## config.mk

```make
export PLATFORM = sky130hd
export DESIGN_NAME = thermostat_pwm_heater_control_top
export DESIGN_NICKNAME = d
export VERILOG_FILES = /design/src/rtl/tpwm_pkg.sv /design/src/rtl/tpwm_cfg.sv /design/src/rtl/tpwm_ctrl.sv /design/src/rtl/thermostat_pwm_heater_control_top.sv
export VERILOG_INCLUDE_DIRS = /design/src /design/src/rtl
export SDC_FILE = /design/constraint.sdc
export NUM_CORES = 1
export LEC_CHECK = 0
export BUFFER_PORTS_ARGS = -buffer_cell sky130_fd_sc_hd__buf_2
export CELL_PAD_IN_SITES_DETAIL_PLACEMENT = 0
export CELL_PAD_IN_SITES_GLOBAL_PLACEMENT = 2
export CORE_ASPECT_RATIO = 0.9
export CORE_UTILIZATION = 35
export CTS_CLUSTER_SIZE = 25
export DETAILED_ROUTE_END_ITERATION = 10
export PLACE_DENSITY = 0.82
export SLEW_MARGIN = 20
export SYNTH_ARGS = -nofsm -noshare
export SYNTH_HDL_FRONTEND = slang
export SYNTH_HIERARCHICAL = 1
export SYNTH_SLANG_ARGS = --single-unit
```

## constraint.sdc

```tcl
create_clock -name clk -period 7.3 [get_ports clk]
set_input_delay 1.095 -clock clk [delete_from_list [all_inputs] [get_ports clk]]
set_output_delay 1.095 -clock clk [all_outputs]
set_load 0.02 [all_outputs]
```

## src/rtl/assert_macros.svh

```systemverilog
// Assertion macros shared by the heater controller RTL.
// Expects clk and rst_n in the scope where a macro is used.
`ifndef ASSERT_MACROS_SVH
`define ASSERT_MACROS_SVH

// Same-cycle implication, off during reset.
`define ASSERT_SAME(label, ante, cons) \
    label: assert property (@(posedge clk) disable iff (!rst_n) (ante) |-> (cons)) \
        else $error("assertion failed");

// Next-cycle implication, off during reset.
`define ASSERT_NEXT(label, ante, cons) \
    label: assert property (@(posedge clk) disable iff (!rst_n) (ante) |=> (cons)) \
        else $error("assertion failed");

`endif

```

## src/rtl/tpwm_pkg.sv

```systemverilog
// Types and constants for the thermostat PWM heater controller.
// No dependencies; imported by every module of the block.
`default_nettype none

package tpwm_pkg;

    localparam int TEMP_W = 12;
    localparam int CNT_W  = 16;

    localparam logic [CNT_W-1:0] CNT_MAX = {CNT_W{1'b1}};

    localparam logic [1:0] FUNC_TICK    = 2'd0;
    localparam logic [1:0] FUNC_SAMPLE  = 2'd1;
    localparam logic [1:0] FUNC_COMMAND = 2'd2;

    typedef enum logic [2:0] {
        REG_LOW_SETPOINT  = 3'd0,
        REG_HIGH_SETPOINT = 3'd1,
        REG_PWM_PERIOD    = 3'd2,
        REG_ON_TICKS      = 3'd3,
        REG_RUN_TIMEOUT   = 3'd4
    } cfg_reg_t;

    localparam logic signed [TEMP_W-1:0] LOW_SETPOINT_RST  = 12'sd5;
    localparam logic signed [TEMP_W-1:0] HIGH_SETPOINT_RST = 12'sd20;
    localparam logic [CNT_W-1:0] PWM_PERIOD_RST  = 16'd2000;
    localparam logic [CNT_W-1:0] ON_TICKS_RST    = 16'd200;
    localparam logic [CNT_W-1:0] RUN_TIMEOUT_RST = 16'd10000;

    typedef struct packed {
        logic signed [TEMP_W-1:0] low_setpoint;
        logic signed [TEMP_W-1:0] high_setpoint;
        logic [CNT_W-1:0]         run_timeout;
        logic [CNT_W-1:0]         on_len;
        logic [CNT_W-1:0]         off_len;
        logic                     full_on;
        logic                     zero_on;
    } cfg_t;

    typedef struct packed {
        logic                     command_on;
        logic signed [TEMP_W-1:0] temperature;
        logic [1:0]               func;
    } item_t;

    typedef struct packed {
        logic running;
        logic pin_drive;
    } result_t;

endpackage

`default_nettype wire

```

## src/rtl/tpwm_cfg.sv

```systemverilog
// Configuration registers and derived PWM phase lengths.
// Depends on tpwm_pkg.
`default_nettype none

module tpwm_cfg (
    input  wire logic                 clk,
    input  wire logic                 rst_n,
    input  wire logic                 cfg_we,
    input  wire logic [2:0]           cfg_index,
    input  wire logic [15:0]          cfg_wdata,
    output tpwm_pkg::cfg_t            cfg
);
    import tpwm_pkg::*;

    logic signed [TEMP_W-1:0] low_reg;
    logic signed [TEMP_W-1:0] high_reg;
    logic [CNT_W-1:0]         period_reg;
    logic [CNT_W-1:0]         on_reg;
    logic [CNT_W-1:0]         timeout_reg;
    logic [CNT_W-1:0]         on_len;
    logic [CNT_W-1:0]         off_len;
    logic                     full_on;
    logic                     zero_on;
    logic [CNT_W-1:0]         period_eff;

    always_ff @(posedge clk or negedge rst_n)
    begin
        if (!rst_n)
        begin
            low_reg     <= LOW_SETPOINT_RST;
            high_reg    <= HIGH_SETPOINT_RST;
            period_reg  <= PWM_PERIOD_RST;
            on_reg      <= ON_TICKS_RST;
            timeout_reg <= RUN_TIMEOUT_RST;
        end
        else if (cfg_we)
        begin
            case (cfg_index)
                REG_LOW_SETPOINT:  low_reg     <= $signed(cfg_wdata[TEMP_W-1:0]);
                REG_HIGH_SETPOINT: high_reg    <= $signed(cfg_wdata[TEMP_W-1:0]);
                REG_PWM_PERIOD:    period_reg  <= cfg_wdata;
                REG_ON_TICKS:      on_reg      <= cfg_wdata;
                REG_RUN_TIMEOUT:   timeout_reg <= cfg_wdata;
                default:           ;
            endcase
        end
    end

    // zero period acts as one tick; on time saturates to the period
    always_comb
    begin
        period_eff = (period_reg == '0) ? CNT_W'(1) : period_reg;
        on_len     = (on_reg > period_eff) ? period_eff : on_reg;
        off_len    = period_eff - on_len;
        full_on    = (on_len == period_eff);
        zero_on    = (on_len == '0);
    end

    assign cfg.low_setpoint  = low_reg;
    assign cfg.high_setpoint = high_reg;
    assign cfg.run_timeout   = timeout_reg;
    assign cfg.on_len        = on_len;
    assign cfg.off_len       = off_len;
    assign cfg.full_on       = full_on;
    assign cfg.zero_on       = zero_on;

endmodule

`default_nettype wire

```

## src/rtl/tpwm_ctrl.sv

```systemverilog
// Run state, PWM phase and timeout counters; next state and result per beat.
// Depends on tpwm_pkg and assert_macros.svh.
`default_nettype none
`include "assert_macros.svh"

module tpwm_ctrl (
    input  wire logic                 clk,
    input  wire logic                 rst_n,
    input  wire logic                 step,
    input  wire tpwm_pkg::item_t      item,
    input  wire tpwm_pkg::cfg_t       cfg,
    output tpwm_pkg::result_t         result
);
    import tpwm_pkg::*;

    logic             run_reg;
    logic             run_next;
    logic             phase_on_reg;
    logic             phase_on_next;
    logic [CNT_W-1:0] phase_cnt_reg;
    logic [CNT_W-1:0] phase_cnt_next;
    logic [CNT_W-1:0] timeout_cnt_reg;
    logic [CNT_W-1:0] timeout_cnt_next;
    logic [CNT_W-1:0] tick_timeout;
    logic [CNT_W-1:0] tick_phase;
    logic [CNT_W-1:0] phase_len;
    logic             do_start;
    logic             do_stop;

    always_comb
    begin
        run_next         = run_reg;
        phase_on_next    = phase_on_reg;
        phase_cnt_next   = phase_cnt_reg;
        timeout_cnt_next = timeout_cnt_reg;
        do_start         = 1'b0;
        do_stop          = 1'b0;

        tick_timeout = (timeout_cnt_reg < CNT_MAX) ? timeout_cnt_reg + 1'b1 : timeout_cnt_reg;
        tick_phase   = (phase_cnt_reg < CNT_MAX) ? phase_cnt_reg + 1'b1 : phase_cnt_reg;
        phase_len    = phase_on_reg ? cfg.on_len : cfg.off_len;

        case (item.func)
            FUNC_TICK:
            begin
                if (run_reg)
                begin
                    if (tick_timeout >= cfg.run_timeout)
                    begin
                        do_stop = 1'b1;
                    end
                    else if (tick_phase >= phase_len)
                    begin
                        timeout_cnt_next = tick_timeout;
                        phase_on_next    = !phase_on_reg;
                        phase_cnt_next   = '0;
                    end
                    else
                    begin
                        timeout_cnt_next = tick_timeout;
                        phase_cnt_next   = tick_phase;
                    end
                end
            end
            FUNC_SAMPLE:
            begin
                if (item.temperature < $signed(cfg.low_setpoint))
                    do_start = !run_reg;
                else if (item.temperature > $signed(cfg.high_setpoint))
                    do_stop = 1'b1;
            end
            FUNC_COMMAND:
            begin
                if (item.command_on)
                    do_start = !run_reg;
                else
                    do_stop = 1'b1;
            end
            default: ;
        endcase

        if (do_start)
        begin
            run_next         = 1'b1;
            phase_on_next    = 1'b1;
            phase_cnt_next   = '0;
            timeout_cnt_next = '0;
        end
        if (do_stop)
        begin
            run_next         = 1'b0;
            phase_on_next    = 1'b0;
            phase_cnt_next   = '0;
            timeout_cnt_next = '0;
        end

        result.running   = run_next;
        result.pin_drive = run_next && !cfg.zero_on && (cfg.full_on || phase_on_next);
    end

    always_ff @(posedge clk or negedge rst_n)
    begin
        if (!rst_n)
        begin
            run_reg         <= 1'b0;
            phase_on_reg    <= 1'b0;
            phase_cnt_reg   <= '0;
            timeout_cnt_reg <= '0;
        end
        else if (step)
        begin
            run_reg         <= run_next;
            phase_on_reg    <= phase_on_next;
            phase_cnt_reg   <= phase_cnt_next;
            timeout_cnt_reg <= timeout_cnt_next;
        end
    end

    `ASSERT_SAME(idle_counters_clear, !run_reg,
        !phase_on_reg && (phase_cnt_reg == '0) && (timeout_cnt_reg == '0))
    `ASSERT_NEXT(stop_command_stops, step && (item.func == FUNC_COMMAND) && !item.command_on,
        !run_reg)
    `ASSERT_NEXT(state_holds_without_step, !step,
        $stable(run_reg) && $stable(phase_on_reg) && $stable(timeout_cnt_reg))

endmodule

`default_nettype wire

```

## src/rtl/thermostat_pwm_heater_control_top.sv

```systemverilog
// Top level of the thermostat PWM heater controller: input and result registers.
// Depends on tpwm_pkg, tpwm_cfg, tpwm_ctrl and assert_macros.svh.
//
//   channel   dir   beat layout (lsb first)                       handshake
//   cfg       in    cfg_index, cfg_wdata                          cfg_we
//   s         in    func[1:0] temperature[13:2] command_on[14]    s_tvalid/s_tready
//   m         out   pin_drive[0] running[1]                       m_tvalid/m_tready
//
// One beat per clock while results drain; input register, then result register.
// Rate is set by the single update of the run/phase/timeout counters per beat.
// Reset (rst_n low, asynchronous) clears run state and loads register defaults.
// A held result stalls the input register; s_tready stays high while it can drain.
`default_nettype none
`include "assert_macros.svh"

module thermostat_pwm_heater_control_top (
    input  wire logic        clk,
    input  wire logic        rst_n,
    input  wire logic        cfg_we,
    input  wire logic [2:0]  cfg_index,
    input  wire logic [15:0] cfg_wdata,
    input  wire logic        s_tvalid,
    output logic             s_tready,
    input  wire logic [15:0] s_tdata,   // func[1:0], temperature[13:2], command_on[14], zero[15]
    output logic             m_tvalid,
    input  wire logic        m_tready,
    output logic [7:0]       m_tdata    // pin_drive[0], running[1], zero[7:2]
);
    import tpwm_pkg::*;

    cfg_t    cfg;
    item_t   in_item_reg;
    logic    in_valid_reg;
    logic    in_valid_next;
    result_t result;
    result_t out_reg;
    logic    out_valid_reg;
    logic    advance;
    logic    step;

    assign advance  = !out_valid_reg || m_tready;
    assign step     = in_valid_reg && advance;
    assign s_tready = !in_valid_reg || advance;

    always_comb
    begin
        in_valid_next = in_valid_reg;
        if (s_tvalid && s_tready)
            in_valid_next = 1'b1;
        else if (step)
            in_valid_next = 1'b0;
    end

    always_ff @(posedge clk or negedge rst_n)
    begin
        if (!rst_n)
            in_valid_reg <= 1'b0;
        else
            in_valid_reg <= in_valid_next;
    end

    always_ff @(posedge clk)
    begin
        if (s_tvalid && s_tready)
            in_item_reg <= item_t'(s_tdata[14:0]);
    end

    tpwm_cfg u_cfg (
        .clk       (clk),
        .rst_n     (rst_n),
        .cfg_we    (cfg_we),
        .cfg_index (cfg_index),
        .cfg_wdata (cfg_wdata),
        .cfg       (cfg)
    );

    tpwm_ctrl u_ctrl (
        .clk    (clk),
        .rst_n  (rst_n),
        .step   (step),
        .item   (in_item_reg),
        .cfg    (cfg),
        .result (result)
    );

    always_ff @(posedge clk or negedge rst_n)
    begin
        if (!rst_n)
            out_valid_reg <= 1'b0;
        else if (advance)
            out_valid_reg <= in_valid_reg;
    end

    always_ff @(posedge clk)
    begin
        if (step)
            out_reg <= result;
    end

    assign m_tvalid = out_valid_reg;
    assign m_tdata  = {6'd0, out_reg.running, out_reg.pin_drive};

    `ASSERT_SAME(idle_pin_off, out_valid_reg && !out_reg.running, !out_reg.pin_drive)
    `ASSERT_NEXT(stalled_item_kept, in_valid_reg && !advance, in_valid_reg)

endmodule

`default_nettype wire

```

==> results of run 1 <==
==> logic make-up (layout without fill, tap and decap cells) <==
logic type / Yosys count / count (layout) / synth area share (%)
AOI/OAI and AO/OA: 221 / 221 / 16.5
DFF: 125 / 125 / 36.1
buffers and inverters: 131 / 166 / 6.23
other: 1 / 6 / 0.0419
muxes: 80 / 80 / 9.89
xor gates and xnor gates: 38 / 38 / 3.72
and+or+nand+nor: 263 / 263 / 15.3
adders and majority gates: 87 / 87 / 12.2
==> per-stage QoR <==
step	cells	power [uW]
floorplan	951	2050
global placement	1294	2400
detailed placement	1294	2420
CTS	1326	3320
global route	1328	3560
finish	1328	3300
==> worst paths after layout <==
check                                          start                      end  slack [ps]  cells past startpoint
max in group asynchronous                      rst_n  u_ctrl/phase_cnt_reg[2]        5350                      2
worst min-delay path                u_cfg/low_reg[7]         u_cfg/low_reg[7]         510                      1
worst max-delay path            u_cfg/period_reg[11]               m_tdata[0]         650                     29
worst min register to register      u_cfg/low_reg[7]         u_cfg/low_reg[7]         510                      1
worst max register to register  u_cfg/period_reg[11]               m_tdata[0]         650                     29
min in group asynchronous                      rst_n         u_cfg/low_reg[1]         610                      1
==> synth_stat cells, types with 16 or more instances <==
| cell type | n | area share, % |
|---|---|---|
| xnor2_1 | 28 | 2.7 |
| mux2_2 | 61 | 7.7 |
| nand3_1 | 17 | 0.95 |
| mux2i_1 | 16 | 1.8 |
| nand4_1 | 20 | 1.4 |
| inv_1 | 79 | 3.3 |
| dfstp_2 | 18 | 5.3 |
| a21oi_1 | 53 | 3.0 |
| clkbuf_1 | 29 | 1.2 |
| ha_1 | 84 | 12 |
| nor3_1 | 23 | 1.3 |
| nand2_1 | 67 | 2.8 |
| edfxtp_1 | 17 | 5.7 |
| nor2_1 | 62 | 2.6 |
| dfrtp_1 | 90 | 25 |
| o21ai_0 | 46 | 2.6 |
==> routing by layer <==
metal	routed length, microns	part of all wire [%]	GRT usage [%]	up-vias
met5	0	0	0	-
met4	211	0.91	3.86	0
met3	731	3.2	2.52	14
met2	9970	43	26.7	125
met1	12200	53	28.9	3359
li1	-	-	-	3467
==> power by group through the flow <==
| stage | Sequential [uW] | Combinational [uW] | Clock (uW) |
|---|---|---|---|
| CTS | 971 | 1440 | 908 |
| finish | 972 | 1450 | 884 |
| global placement | 980 | 1420 | 0 |
| floorplan | 917 | 1130 | 0 |
| global route | 992 | 1630 | 934 |
| detailed placement | 983 | 1440 | 0 |
==> critical path: cells and delay by family (launching register included) <==
| kind | cells | cell delay, ps |
|---|---|---|
| compound gates | 15 | 3200 |
| fa+ha+maj | 3 | 740 |
| buf+inv | 4 | 710 |
| simple gates | 4 | 640 |
| mux | 2 | 510 |
| flops | 1 | 460 |
| xor+xnor | 1 | 130 |
==> timing repair <==
| action | 4_1_cts | 5_1_grt |
|---|---|---|
| hold buffers | 0 | 0 |
| setup endpoints to repair | 0 | 7 |
| resized for setup | 0 | 2 |
| endpoints found under the hold margin | 0 | 0 |
| buffers inserted | 0 | 2 |
==> layout make-up <==
class / count / share of cell area, %
clock inverters: 15 / 1.86
repair buffers: 54 / 3.03
inverters: 80 / 2.97
flip-flops and latches: 125 / 32.0
clock buffers: 17 / 4.21
multi-input cells: 695 / 51.7
well taps: 342 / 4.23
==> metrics.md, run 1 <==
| Metric | Value |
|---|---|
| Chip Height | 154 microns |
| Outcome | completed |
| Min-delay worst type | flop to flop |
| P per Cell Area | 327 nW/um^2 |
| Reg clk slew, reported paths | 70 ps |
| TritonCTS clock tree | built |
| Most frequent cells in the layout | dfrtp_1 (90), ha_1 (84), inv_1 (79) |
| Distinct cells, synth | 81 |
| Overall Global Routing Usage | 18.5% |
| Crit path launch type | flop |
| CP Data Required Time | 7470 ps |
| Die width | 171 microns |
| H-tree depth | 4 |
| Num rows | 55 |
| Global-route wire length before repair | 37200 microns |
| Crit path capture type | flop |
| Hold_ws | 507 ps |
| Switch share | 41.5% |
| DR vias | 6965 |
| DR WL/cell | 17.4 microns |
| Syn_area_per_cell | 9.47 sq um |
| Port Buffers | 42 |
| DP Worst Slack | 563 ps |
| Synth Instances | 946 |
| Post-route design area | 10100 sq um |
| TritonRoute pass-1 iters | 5 |
| Rel. slew slack | 35.7% |
| CP max stage delay | 460 ps |
| Pins Over Slew Limit | 0 |
| # Max-Cap Violations | 0 |
| Clock Skews | 17.4 ps |
| Setup TNS | 0 ps |
| Initial Utilization | 35.7% |
| Drt via density | 5.24 |
| Leak Pwr | 0.00451 uW |
| WP data arrival | 6820 ps |
| CTS buffer count | 17 |
| Min Tclk post-route | 6650 ps |
| I/O pin count | 50 |
| F_max | 150 MHz |
| Slowest stage cell, crit path | dfrtp_1 |
| Most common cell after layout, fill and taps aside | dfrtp_1 |
| GRT overflow | 0 |
| Final hold viol count | 0 |
| Share of layout cells above drive strength 1 | 19.8% |
| Crit path kind | flop to flop |
| Final Setup Violations | 0 |
| DIE AREA | 26200 sq um |
| Clk network pwr share | 26.8% |
| Reg area | 3240 sq um |
| Pint | 1930 uW |
| Number of global-route vias before repair | 6627 |
| Placed cell area | 9470 sq um |
| Routed Antenna Nets | 0 |
| Largest net degree at the start of global routing | 72 |
| Clock Latency Late Sink | 440 ps |
| Worst slew pin tran | 959 ps |
| Unrepaired setup endpoints after global routing | no |
| Dpl hpwl | 17300 microns |
| Final WS setup | 646 ps |
| FF+latch count, synth | 125 |
| Area occupied by multi-input gates | 5220 sq um |
| Top_reg_cell synth | dfrtp_1 |
| Synth warn | 6 |
| Comb pwr share | 43.8% |
| Initial drt markers | 459 |
| Post-synthesis sequential area ratio | 36.1% |
| TritonCTS sink count | 125 |
| Fillers | 2479 |
| Crit path max fanout | 34 |
| Post-Syn Area | 8960 sq um |
| Post-synth EDFFs | 17 |
| Antenna violations before repair | 0 |
| Final core occ | 40.2% |
| Seq pwr share | 29.4% |
| Count of nets after finishing | 1098 |
| CORE AREA | 25100 sq um |
| Number of remaining DRC errors | 0 |
| Final WL | 23100 microns |
| Clock buffer depth | 2 |
| Syn-to-layout area delta | 12.8% |
| Final worst path period share | 91.1% |
| Switching power total | 1370 uW |
| Fraction of registers with async set/reset | 86.4% |
| Ant diodes | 0 |
| Clk root buf | clkbuf_16 |
| VDD IR-drop max | 0.169 mV |
| RePlAce Congestion | 0.821 |
Note: power is estimated with default switching activity, not from simulation.
==> run 2: changes to the inputs <==
--- a/config.mk
+++ b/config.mk
@@ -6,6 +6,7 @@
 export SDC_FILE = /design/constraint.sdc
 export NUM_CORES = 1
 export LEC_CHECK = 0
+export ABC_AREA = 1
 export BUFFER_PORTS_ARGS = -buffer_cell sky130_fd_sc_hd__buf_2
 export CELL_PAD_IN_SITES_DETAIL_PLACEMENT = 0
 export CELL_PAD_IN_SITES_GLOBAL_PLACEMENT = 2
@@ -13,7 +14,7 @@
 export CORE_UTILIZATION = 35
 export CTS_CLUSTER_SIZE = 25
 export DETAILED_ROUTE_END_ITERATION = 10
-export PLACE_DENSITY = 0.82
+export PLACE_DENSITY = 0.88
 export SLEW_MARGIN = 20
 export SYNTH_ARGS = -nofsm -noshare
 export SYNTH_HDL_FRONTEND = slang
==> run 2 against run 1 <==
Critical path depth is 5 higher. Sequential share of layout area is 1.7 points lower. Sequential power down 3.6%. Fmax increased by 4.2%. Non-clock buffer count decreased by 5. Wire length is 8.7% higher. Core utilization decreased by 0.84 points. Clock power down 6.3%. Die area rose by 8.4%. Total power down 3.8%. Via count is 19% higher. Global-route usage is essentially flat. Critical path type unchanged. Highest routed layer unchanged.
==> metrics.md, run 2 <==
| Metric | Value |
|---|---|
| Outcome | completed |
| DR vias | 8268 (+19%) |
| Clk root buf | clkbuf_16 |
| TritonCTS clock tree | built |
| Post-Syn Area | 9720 sq um (+8.5%) |
| Die width | 178 microns (+4.1%) |
| Comb pwr share | 44.4% (+0.6 points) |
| Final worst path period share | 87.5% (-3.7 points) |
| CTS buffer count | 17 (unchanged) |
| Crit path max fanout | 42 (+24%) |
| Initial drt markers | 516 (+12%) |
| Routed Antenna Nets | 0 (unchanged) |
| Leak Pwr | 0.00557 uW (+23%) |
| Final Setup Violations | 0 (unchanged) |
| Crit path kind | flop to flop |
| Area contributors post-synth | dfrtp_1 (23%), nand2_1 (14%), ha_1 (11%) |
| TritonCTS sink count | 125 (unchanged) |
| Placed cell area | 10100 sq um (+6.4%) |
| Switch share | 44.2% (+2.8 points) |
| DIE AREA | 28400 sq um (+8.4%) |
| Clock buffer depth | 2 (unchanged) |
| H-tree depth | 4 (unchanged) |
| Fillers | 2887 (+16%) |
| Seq pwr share | 29.5% (about the same) |
| Setup TNS | 0 ps (unchanged) |
| Antenna violations before repair | 0 (unchanged) |
| CORE AREA | 27100 sq um (+7.9%) |
| I/O pin count | 50 (unchanged) |
| Crit path launch type | flop |
| Post-route design area | 10700 sq um (+5.6%) |
| RePlAce Congestion | 0.828 (+0.89%) |
| Largest net degree at the start of global routing | 73 (+1.4%) |
| Post-synth EDFFs | 17 (unchanged) |
| Final core occ | 39.4% (-0.84 points) |
| Dpl hpwl | 18800 microns (+8.4%) |
| Rel. slew slack | 36.3% (+0.58 points) |
| Most frequent cells in the layout | nand2_1 (371), inv_1 (187), o21ai_0 (92) |
| Fraction of registers with async set/reset | 86.4% (unchanged) |
| Top-count cell post-synth | nand2_1 |
| Global-route wire length before repair | 41600 microns (+12%) |
| Area occupied by multi-input gates | 5420 sq um (+3.7%) |
| Reg clk slew, reported paths | 70 ps (about the same) |
| Final WL | 25100 microns (+8.7%) |
| CP Data Required Time | 7460 ps (about the same) |
| Number of remaining DRC errors | 0 (unchanged) |
| Drt via density | 4.85 (-7.5%) |
| Most common cell after layout, fill and taps aside | nand2_1 |
| Crit path capture type | flop |
| Syn-to-layout area delta | 9.86% |
| Pint | 1770 uW (-8.4%) |
| Clock Skews | 16.9 ps (-0.465 ps) |
| Clk network pwr share | 26.1% (-0.7 points) |
| Yosys top cell by area | dfrtp_1 |
| Number of global-route vias before repair | 7692 (+16%) |
| Synth warn | 6 (unchanged) |
| WP data arrival | 6550 ps (-270 ps) |
| Top cells by count, synth | nand2_1 (371), inv_1 (187), o21ai_0 (92) |
| Clock Latency Late Sink | 430 ps (about the same) |
| Min Tclk post-route | 6390 ps (-268 ps) |
| Syn_area_per_cell | 7.34 sq um (-22%) |
| Postcts setup bufs | 0 (unchanged) |
| CP max stage delay | 590 ps (+130 ps) |
| FF+latch count, synth | 125 (unchanged) |
| Top_reg_cell synth | dfrtp_1 |
| Worst slew pin tran | 955 ps (-3.60 ps) |
| Unrepaired setup endpoints after global routing | no |
| Slowest stage cell, crit path | dfstp_2 |
| Area share of the largest cell type after synthesis | 23.2% (-2.0 points) |
| GRT overflow | 0 (unchanged) |
| Final hold viol count | 0 (unchanged) |
| Num rows | 57 (+3.6%) |
| F_max | 157 MHz (+4.2%) |
| Count of nets after finishing | 1462 (+33%) |
| Overall Global Routing Usage | 18.5% (+0.019 points) |
| VDD IR-drop max | 0.138 mV (-18%) |
| P per Cell Area | 297 nW/um^2 (-9.0%) |
| Synth Instances | 1323 (+40%) |
| Post-synthesis sequential area ratio | 33.3% (-2.8 points) |
| TritonRoute pass-1 iters | 5 (unchanged) |
| DR WL/cell | 14.7 microns (-15%) |
| Min-delay worst type | flop to flop |
| Reg area | 3240 sq um (unchanged) |
| Hold_buf cts | 0 (unchanged) |
| Distinct cells, synth | 46 (-43%) |
| Ant diodes | 0 (unchanged) |
| Pins Over Slew Limit | 0 (unchanged) |
| Share of layout cells above drive strength 1 | 12.9% (-6.9 points) |
| # Max-Cap Violations | 0 (unchanged) |
| Switching power total | 1400 uW (+2.5%) |
| Initial Utilization | 35.9% (+0.19 points) |
| Chip Height | 160 microns (+4.1%) |
| Port Buffers | 42 (unchanged) |
| Post-CTS sizing | 0 (unchanged) |
| Cell repeated most along the worst path | nand2_1 |
run 2: changes by cell type in the layout (fill, tap and decap cells not counted), sizes merged, moves of 11 or more:
cell    delta
o21a      -11
inv      +117
a22o      -12
a21oi     +22
mux2      -62
nand2b    -14
o21ai     +55
nor2b     -11
nor3      -13
o211ai    -15
nand2    +326
nand4     +45
xnor2     -23
nand3     +36
run 2: cells by family after synthesis:
| logic type | synth area share, % |
|---|---|
| buffers and inverters | 11.4 |
| and+or+nand+nor | 30.3 |
| AOI/OAI and AO/OA | 10.5 |
| xor gates and xnor gates | 1.89 |
| DFF | 33.3 |
| adders and majority gates | 11.0 |
| muxes | 1.55 |
| other | 0.0386 |
run 2: area by class of cell:
cell class / instances / share of cell area (%)
Multi-Input combinational cell: 947 / 50.7
Sequential cell: 125 / 30.3
Inverter: 197 / 6.93
Tap cell: 354 / 4.15
Clock buffer: 17 / 3.99
Timing Repair Buffer: 49 / 2.56
Clock inverter: 15 / 1.34
run 2: worst paths after layout:
| path | slack, ps | end | startpoint | depth (start not counted) |
|---|---|---|---|---|
| max | 910 | m_tdata[0] | u_cfg/period_reg[8] | 34 |
| min | 490 | u_cfg/timeout_reg[11] | u_cfg/timeout_reg[11] | 2 |
| max reg2reg | 910 | m_tdata[0] | u_cfg/period_reg[8] | 34 |
| min reg2reg | 490 | u_cfg/timeout_reg[11] | u_cfg/timeout_reg[11] | 2 |
| max in group asynchronous | 5310 | u_cfg/on_reg[0] | rst_n | 2 |
| min in group asynchronous | 650 | u_ctrl/phase_cnt_reg[14] | rst_n | 1 |
run 2: worst max-delay path: cells and delay by family (launching register included):
family                     cells  cell delay, ps
adders and majority gates      3             900
DFF                            1             590
muxes                          1             110
AOI/OAI and AO/OA              5             730
buffers and inverters          6             970
and+or+nand+nor               19            2800
run 2: layer usage:
metal  share of wire (%)  GRT usage, %
met5                   0             0
met2                  42          27.3
met4                0.95          4.20
met1                  54          28.4
met3                 3.3          2.33
run 2: stage by stage:
stage	setup WS (ps)	hold WS, ps	total power [uW]	std cells
2_1_floorplan	2180	453	2060	1328
3_3_place_gp	1120	468	2330	1671
3_5_place_dp	969	473	2350	1671
4_1_cts	925	490	3200	1703
5_1_grt	220	504	3450	1704
6_report	914	486	3180	1704
run 2: power groups by stage:
stage	Combinational, uW	Clock [uW]	Sequential (uW)
2_1_floorplan	1150	0	903
3_3_place_gp	1380	0	947
3_5_place_dp	1400	0	949
4_1_cts	1410	850	937
5_1_grt	1620	875	954
6_report	1410	828	937
==> run 3: changes to the inputs <==
--- a/config.mk
+++ b/config.mk
@@ -8,7 +8,7 @@
 export LEC_CHECK = 0
 export ABC_AREA = 1
 export BUFFER_PORTS_ARGS = -buffer_cell sky130_fd_sc_hd__buf_2
-export CELL_PAD_IN_SITES_DETAIL_PLACEMENT = 0
+export CELL_PAD_IN_SITES_DETAIL_PLACEMENT = 1
 export CELL_PAD_IN_SITES_GLOBAL_PLACEMENT = 2
 export CORE_ASPECT_RATIO = 0.9
 export CORE_UTILIZATION = 35
==> constraint.sdc (replaced) <==
create_clock -name clk -period 7.3 [get_ports clk]
set_input_delay 0.73 -clock clk [delete_from_list [all_inputs] [get_ports clk]]
set_output_delay 0.73 -clock clk [all_outputs]
set_load 0.02 [all_outputs]
==> run 3 against run 2 <==
Combinational power increased by 4%. Via count increased by 3.9%. Core utilization increased by 0.36 points. Hold slack got worse by 210 ps. Clock power increased by 14%. Register-to-register slack got worse by 50 ps. Critical path type unchanged. Largest cell class unchanged. Highest routed layer unchanged.
==> metrics.md, run 3 (same netlist as run 2, synthesis figures left out) <==
| Metric | Value |
|---|---|
| Number of remaining DRC errors | 0 (unchanged) |
| Clock Skews | 11.2 ps (-5.75 ps) |
| Crit path capture type | flop |
| Crit path launch type | flop |
| Postcts setup bufs | 0 (unchanged) |
| Chip Height | 160 microns (unchanged) |
| GRT overflow | 0 (unchanged) |
| Share of layout cells above drive strength 1 | 12.9% (about the same) |
| CP Data Required Time | 7460 ps (about the same) |
| Min-delay worst type | input pin to async pin |
| Post-CTS sizing | 0 (unchanged) |
| Area occupied by multi-input gates | 5420 sq um (unchanged) |
| Switch share | 43.0% (-1.2 points) |
| Ant diodes | 0 (unchanged) |
| Most common cell after layout, fill and taps aside | nand2_1 |
| Final Setup Violations | 0 (unchanged) |
| Clk network pwr share | 28.2% (+2.1 points) |
| Overall Global Routing Usage | 20.8% (+2.3 points) |
| Setup TNS | 0 ps (unchanged) |
| I/O pin count | 50 (unchanged) |
| Switching power total | 1440 uW (+2.5%) |
| Crit path max fanout | 45 (+7.1%) |
| Hold_buf cts | 0 (unchanged) |
| DR WL/cell | 16.6 microns (+13%) |
| Largest net degree at the start of global routing | 75 (+2.7%) |
| Final hold viol count | 0 (unchanged) |
| Antenna violations before repair | 0 (unchanged) |
| Buffers & Inverters on Critical Path | 5 (-1) |
| CORE AREA | 27100 sq um (unchanged) |
| Dpl hpwl | 20900 microns (+11%) |
| # Max-Cap Violations | 0 (unchanged) |
| Leak Pwr | 0.00562 uW (+0.82%) |
| Clock buffer depth | 2 (unchanged) |
| Number of global-route vias before repair | 8708 (+13%) |
| Initial drt markers | 388 (-25%) |
| Syn-to-layout area delta | 10.9% |
| Count of nets after finishing | 1463 (+0.068%) |
| Initial Utilization | 35.9% (unchanged) |
| Unrepaired setup endpoints after global routing | no |
| Crit path kind | flop to flop |
| DIE AREA | 28400 sq um (unchanged) |
| Outcome | completed |
| Clock Latency Late Sink | 420 ps (about the same) |
| Seq pwr share | 28.1% (-1.4 points) |
| Fillers | 3399 (+18%) |
| Global-route wire length before repair | 46600 microns (+12%) |
| Pint | 1910 uW (+7.6%) |
| Non-filler cells, final | 1705 (+0.059%) |
| TritonCTS clock tree | built |
| Comb pwr share | 43.7% (-0.7 points) |
| Final WL | 28300 microns (+13%) |
| Routed Antenna Nets | 0 (unchanged) |
| TritonCTS sink count | 125 (unchanged) |
| Clk root buf | clkbuf_16 |
| Reg area | 3240 sq um (unchanged) |
| Reg clk slew, reported paths | 60 ps (about the same) |
| CP max stage delay | 580 ps (about the same) |
| RePlAce Congestion | 0.851 (+2.8%) |
| Worst slew pin tran | 974 ps (+18.2 ps) |
| Pins Over Slew Limit | 0 (unchanged) |
| DR vias | 8591 (+3.9%) |
| Min Tclk post-route | 6440 ps (+51.4 ps) |
| Cell repeated most along the worst path | nand2_1 |
| CTS buffer count | 17 (unchanged) |
| TritonRoute pass-1 iters | 4 (-1) |
| Rel. slew slack | 35.1% (-1.2 points) |
| F_max | 155 MHz (-0.80%) |
| WP data arrival | 6600 ps (+50 ps) |
| CP top delay family | simple AND/OR/NAND/NOR gates |
| Most frequent cells in the layout | nand2_1 (371), inv_1 (187), o21ai_0 (92) |
| P per Cell Area | 311 nW/um^2 (+4.4%) |
| H-tree depth | 4 (unchanged) |
| Port Buffers | 42 (unchanged) |
| Slowest stage cell, crit path | dfstp_2 |
| Num rows | 57 (unchanged) |
| Final worst path period share | 88.2% (+0.70 points) |
| VDD IR-drop max | 0.133 mV (-4.1%) |
| Drt via density | 5.04 (+3.8%) |
| Die width | 178 microns (unchanged) |
| Placed cells | 1671 (unchanged) |
-- run 3: cell count changes in the layout (fill, tap and decap cells not counted) --
| cell | change |
|---|---|
| buf_16 | +1 |
| bufinv_16 | +4 |
| clkbuf_1 | +1 |
| clkinv_4 | +2 |
| clkinv_8 | -1 |
| clkinvlp_4 | -1 |
| inv_6 | -3 |
| inv_8 | -2 |
-- run 3: power groups by stage --
stage	Sequential, uW	Clock (uW)	Combinational [uW]
after CTS	941	965	1460
after detailed placement	952	0	1440
final	940	945	1460
after global routing	959	989	1650
after floorplan	903	0	1150
after global placement	946	0	1390
-- run 3: final timing paths --
path | start | to | slack [ps] | depth (start not counted)
max reg2reg | u_cfg/period_reg[8] | m_tdata[0] | 860 | 35
min | rst_n | u_ctrl/phase_cnt_reg[13] | 270 | 1
max | u_cfg/period_reg[8] | m_tdata[0] | 860 | 35
max in group asynchronous | rst_n | u_cfg/timeout_reg[4] | 5900 | 3
min reg2reg | u_cfg/timeout_reg[5] | u_cfg/timeout_reg[5] | 480 | 2
min in group clk | s_tdata[4] | in_item_reg[4] | 480 | 1
-- run 3: per-layer routing --
layer,global-route usage [%],share of wire (%)
met1,29.3,51
met2,34.1,47
met3,2.55,2.0
met4,4.00,0.79
met5,0,0
-- run 3: stage by stage --
stage / utilization [%] / hold slack (ps) / total power, uW / worst slack (ps) / area, sq um
after floorplan: - / 434 / 2060 / 2180 / 9740
after global placement: 37.2 / 467 / 2330 / 1090 / 10100
after CTS: 39.6 / 288 / 3370 / 796 / 10700
final: 39.7 / 273 / 3340 / 863 / 10800
after global routing: 39.7 / 305 / 3600 / 170 / 10800
after detailed placement: 37.2 / 475 / 2400 / 956 / 10100
-- run 3: area by class of cell --
cell class,instances,area share (%)
Clock buffer,18,3.98
Clock inverter,14,1.93
Inverter,197,6.86
Multi-Input combinational cell,947,50.3
Sequential cell,125,30.0
Tap cell,354,4.11
Timing Repair Buffer,50,2.79
